File: config.mk
export PLATFORM = sky130hd
export DESIGN_NAME = tdpt_divider
export DESIGN_NICKNAME = d
export VERILOG_FILES = /design/src/rtl/tdpt_pkg.sv /design/src/rtl/tdpt_divider.sv
export SDC_FILE = /design/constraint.sdc
export NUM_CORES = 1
export LEC_CHECK = 0
export BUFFER_PORTS_ARGS = -buffer_cell sky130_fd_sc_hd__buf_4
export CORE_UTILIZATION = 50
export CTS_CLUSTER_SIZE = 12
export DETAILED_ROUTE_END_ITERATION = 6
export PLACE_DENSITY = 0.75
export SYNTH_ARGS = -nofsm -noshare
export SYNTH_HDL_FRONTEND = slang
export SYNTH_SLANG_ARGS = --single-unit
File: constraint.sdc
create_clock -name clock -period 3.4 [get_ports clock]
set_clock_uncertainty 0.2 [all_clocks]
set_input_delay 0.68 -clock clock [delete_from_list [all_inputs] [get_ports clock]]
set_output_delay 0.68 -clock clock [all_outputs]
set_load 0.02 [all_outputs]
File: src/rtl/tdpt_pkg.sv
package tdpt_pkg;

   // Trial divisor sequence: 3 first, then 5, 7, 11, 13, ... (+2, +4, ...)
   localparam int unsigned SMALLEST_PRIME = 2;
   localparam int unsigned DIVISOR_THREE  = 3;
   localparam int unsigned FIRST_DIVISOR  = 5;
   localparam int unsigned STEP_SHORT     = 2;
   localparam int unsigned STEP_SUM       = 6;
   localparam int unsigned STEP_WIDTH     = 3;

   typedef enum logic [2:0] {
      ST_IDLE,
      ST_CLASSIFY,
      ST_DIV_START,
      ST_DIV_WAIT,
      ST_RESULT
   } tdpt_state_type;

   // Status of the shared divider back to the sequencer
   typedef struct packed {
      logic busy;
      logic done;
   } tdpt_div_status_type;

endpackage

File: src/rtl/tdpt_divider.sv
module tdpt_divider
   import tdpt_pkg::*;
#(
   parameter int NUMBER_WIDTH = 32
) (
   input  logic                    clock,
   input  logic                    reset,
   input  logic                    start,
   input  logic [NUMBER_WIDTH-1:0] dividend,
   input  logic [NUMBER_WIDTH-1:0] divisor,
   output logic [NUMBER_WIDTH-1:0] quotient,
   output logic [NUMBER_WIDTH-1:0] remainder,
   output tdpt_div_status_type     status
);

   localparam int CountWidth = (NUMBER_WIDTH > 1) ? $clog2(NUMBER_WIDTH) : 1;

   logic [NUMBER_WIDTH-1:0] rem_ff, rem_in;
   logic [NUMBER_WIDTH-1:0] quo_ff, quo_in;
   logic [NUMBER_WIDTH-1:0] dvs_ff;
   logic [CountWidth-1:0]   count_ff, count_in;
   logic                    busy_ff, busy_in;
   logic                    done_ff, done_in;
   logic [NUMBER_WIDTH:0]   trial;
   logic [NUMBER_WIDTH:0]   diff;
   logic                    last_step;

   // One restoring step per cycle: shift in the next dividend bit, try a subtract
   always_comb begin
      trial     = {rem_ff, quo_ff[NUMBER_WIDTH-1]};
      diff      = trial - {1'b0, dvs_ff};
      last_step = (count_ff == CountWidth'(NUMBER_WIDTH - 1));
      rem_in    = rem_ff;
      quo_in    = quo_ff;
      count_in  = count_ff;
      busy_in   = busy_ff;
      done_in   = 1'b0;
      if (start) begin
         rem_in   = '0;
         quo_in   = dividend;
         count_in = '0;
         busy_in  = 1'b1;
      end else if (busy_ff) begin
         if (!diff[NUMBER_WIDTH]) begin
            rem_in = diff[NUMBER_WIDTH-1:0];
         end else begin
            rem_in = trial[NUMBER_WIDTH-1:0];
         end
         quo_in   = {quo_ff[NUMBER_WIDTH-2:0], ~diff[NUMBER_WIDTH]};
         count_in = count_ff + CountWidth'(1);
         if (last_step) begin
            busy_in = 1'b0;
            done_in = 1'b1;
         end
      end
   end

   always_ff @(posedge clock) begin
      if (reset) begin
         busy_ff  <= 1'b0;
         done_ff  <= 1'b0;
         count_ff <= '0;
      end else begin
         busy_ff  <= busy_in;
         done_ff  <= done_in;
         count_ff <= count_in;
      end
   end

   always_ff @(posedge clock) begin
      rem_ff <= rem_in;
      quo_ff <= quo_in;
      if (start) begin
         dvs_ff <= divisor;
      end
   end

   assign quotient    = quo_ff;
   assign remainder   = rem_ff;
   assign status.busy = busy_ff;
   assign status.done = done_ff;

endmodule
==> key figures <==
Min path
  • Min-delay src: divisor[31]
  • Hold worst-path end: dvs_ff[31]$_DFFE_PP_
  • WHS Path Cells: 1
  • Hold Crit Class: in2reg

Clocking
  • Root Driver: clkbuf_16
  • Reg clk slew, reported paths: 0.08 ns
  • Hold Buf Count CTS: 0
  • # H-tree levels: 3
  • CTS Buffer Depth: 2
  • TritonCTS buffer count: 9
  • CTS tree: yes
  • Skew-Pair Late Insertion Delay: 0.37 ns
  • CTS Sinks: 103

Critical path
  • WP buf/inv: 2
  • CP max-delay cell: fa_1
  • Flop2flop setup slack: 0.21 ns
  • Worst Path Max Fanout: 5
  • Worst r2r dst: remainder[22]$_SDFFE_PP0P_
  • Critical path startpoint category: flop
  • R2r worst-path depth: 12
  • WS Path Type: reg2reg
  • Worst path cell trace: inv_1 -> ha_1 -> fa_1 -> nand2b_1 -> a21oi_2 -> o21a_1 -> o21ai_1 -> o211ai_4 -> xor2_4 -> buf_4 -> nor3_1 -> a311o_1
  • Max incr delay on CP: 0.39 ns
  • Worst r2r src: quotient[31]$_DFFE_PP_
  • Crit path DAT: 3.24 ns
  • Data required, critical path: 3.45 ns
  • Crit-path leading delay family: compound AO/OA/AOI/OAI gates
  • Setup crit end kind: flop

Pwr
  • Worst IR Drop VDD: 405.5 uV
  • Power Dens Cells: 436.3 nW/um^2
  • Leakage: 3.254 nW
  • Power, Total: 3.236 mW

Run status
  • Violated checks: DRC
  • Status: finished with violations

Timing
  • Final setup vio count: 0
  • Crit path time final: 3.191 ns
  • Final hold slack: 0.2838 ns
  • Final Slew Violations: 0
  • TNS Setup: 0 ns
  • Slew headroom: 0.2815
  • Fmax achieved: 313.4 MHz
  • Tightest Pin Transition: 1.074 ns
  • RSZ-0062 raised after global routing: no
  • Fin crit share: 0.9385
  • Final hold violations: 0

Final layout
  • Fin cells: 869
  • Final Util: 0.6441
  • Most frequent cells in the layout: buf_4, nand2_1, edfxtp_1
  • Layout cell share with drive strength beyond 1: 0.2879
  • Synth-to-layout area growth: 24.85%
  • FILL cells: 942
  • Commonest non-fill, non-tap cell in the layout: buf_4
  • # diodes: 0
  • # nets final: 823

GRT
  • Initial antenna violation count: 0
  • All-Layer GR Usage: 0.2365
  • GRT overflow: 0
  • Number of global-route vias before repair: 4894
  • Largest net degree at the start of global routing: 83
  • First-pass GRT wire length: 23.33 mm

Drt
  • Via density: 5.735
  • Overall routed net length: 14.24 mm
  • Via count: 4984
  • Drt pass-1 iters: 7
  • Routed Antenna Nets: 0
  • WL/cell: 16.39 um
  • # DRC: 13
  • Detailed Route Iter0 Violations: 348

Logic synthesis
  • Ys Warns: 0
  • Seq/Total Area, Yosys: 0.4549
  • Synth Flop Type: edfxtp_1
  • Post-Syn Nets: 694
  • Async SR Flop Fraction: 0
  • Mapped Avg Cell Area: 10.03 um^2
  • Top-area cell type share of the netlist area: 0.3235
  • Cell count after synthesis: 592
  • Post-synth EDFFs: 64
  • Ranking of synthesized cells by area: edfxtp_1, dfxtp_1, ha_1
  • Flop and latch count out of synthesis: 103
  • Area leader, netlist: edfxtp_1
  • Synth unique cells: 64
  • Synthesized area: 5941 um^2

Floorplanning
  • # rows: 39
  • Initial Utilization: 0.5159
  • Core region area: 11520 um^2
  • Top-Level Pins: 133
  • DIE AREA: 12320 um^2
  • DIE HEIGHT: 111 um
  • DIE WIDTH: 111 um

Job
  • Total of max-cap violations: 0

Placement
  • Cells after DPL: 850
  • DPL Wire Length: 10.43 mm
  • Port bufs: 132
  • RePlAce Congestion: 0.9224
-- per-layer routing --
layer | GRT usage | vias to the layer above | share of wire
met3 | 0.08037 | 26 | 0.080
met4 | 0.06941 | 0 | 0.018
met1 | 0.2936 | 2352 | 0.43
met2 | 0.3895 | 182 | 0.48
li1 | - | 2424 | -
met5 | 0 | - | 0
-- cell families after synthesis --
logic type / share of synthesized area
AND/OR/NAND/NOR: 0.1352
AO/OA/AOI/OAI: 0.1708
flip-flops: 0.4549
buffers and inverters: 0.05033
adder cells (fa/ha/maj): 0.07498
multiplexers: 0.06213
XOR/XNOR: 0.05160
-- power breakdown --
part           internal, mW  switching [mW]
clock                 0.514           0.506
sequential             1.43          0.0571
combinational         0.322           0.403
-- worst register-to-register path: cells and delay by family (launching register included) --
family,cells,cell delay (ns)
buffers and inverters,2,0.23
DFF,1,0.38
and+or+nand+nor,2,0.25
adders and majority gates,2,0.61
AOI/OAI and AO/OA,5,1.17
xor gates and xnor gates,1,0.24
-- per-stage QoR --
stage	area, um^2	setup WS, ns
after global routing	7417	0.006125
after global placement	7089	0.1991
after CTS	7402	0.05699
final	7417	0.2090
after detailed placement	7089	0.04674
after floorplan	5941	0.3459
-- cell type report --
cell class / instances / area (um^2) / share of cell area
Clock buffer: 9 / 225.2 / 0.03036
Clock inverter: 7 / 61.31 / 0.008266
Inverter: 43 / 161.4 / 0.02176
Multi-Input combinational cell: 417 / 2954 / 0.3983
Sequential cell: 103 / 2704 / 0.3645
Tap cell: 143 / 178.9 / 0.02412
Timing Repair Buffer: 147 / 1132 / 0.1527
-- cell usage after synthesis (2+ instances only) --
cell type,count
edfxtp_1,64
nand2_1,64
inv_1,43
dfxtp_1,39
a21oi_1,34
ha_1,34
nor2_1,34
mux2_2,31
o21ai_0,29
nand3_1,22
xor2_1,18
a21o_1,16
a311oi_1,16
clkbuf_1,14
xnor2_1,12
nor3_1,10
nand4_1,9
a211oi_1,6
buf_1,6
nor3b_1,6
o31ai_1,6
a32oi_1,5
buf_2,5
o21bai_1,5
nand2b_1,4
o21a_1,4
or2_2,4
a31oi_1,3
and3_1,3
nor2b_1,3
a41oi_1,2
and2_1,2
buf_4,2
buf_6,2
mux2i_1,2
o211ai_1,2
o311ai_0,2
or3_1,2
or3_4,2
-- worst max-delay path by stage --
| stage | start | to | slack (ns) | cells past startpoint |
|---|---|---|---|---|
| floorplan | quotient[31]$_DFFE_PP_ | remainder[12]$_SDFFE_PP0P_ | 0.35 | 12 |
| global placement | quotient[31]$_DFFE_PP_ | remainder[12]$_SDFFE_PP0P_ | 0.20 | 12 |
| detailed placement | quotient[31]$_DFFE_PP_ | remainder[13]$_SDFFE_PP0P_ | 0.05 | 12 |
| CTS | quotient[31]$_DFFE_PP_ | remainder[20]$_SDFFE_PP0P_ | 0.06 | 12 |
| global route | quotient[31]$_DFFE_PP_ | remainder[7]$_SDFFE_PP0P_ | 0.006 | 12 |
| finish | quotient[31]$_DFFE_PP_ | remainder[22]$_SDFFE_PP0P_ | 0.21 | 12 |
-- timing repair --
item,in CTS,in global routing
endpoints found under the setup margin,2,21
hold endpoints to repair,0,0
setup buffers,2,1
cloned,0,0
gates resized for setup,1,3
pin swaps,0,3
-- state kept, by name, indices dropped and copies added (netlist names) --
signal,count
remainder,32
done_ff,1
count_ff,5
dvs_ff,32
quotient,32
busy_ff,1
No activity file was read; power rests on OpenSTA's default activity.
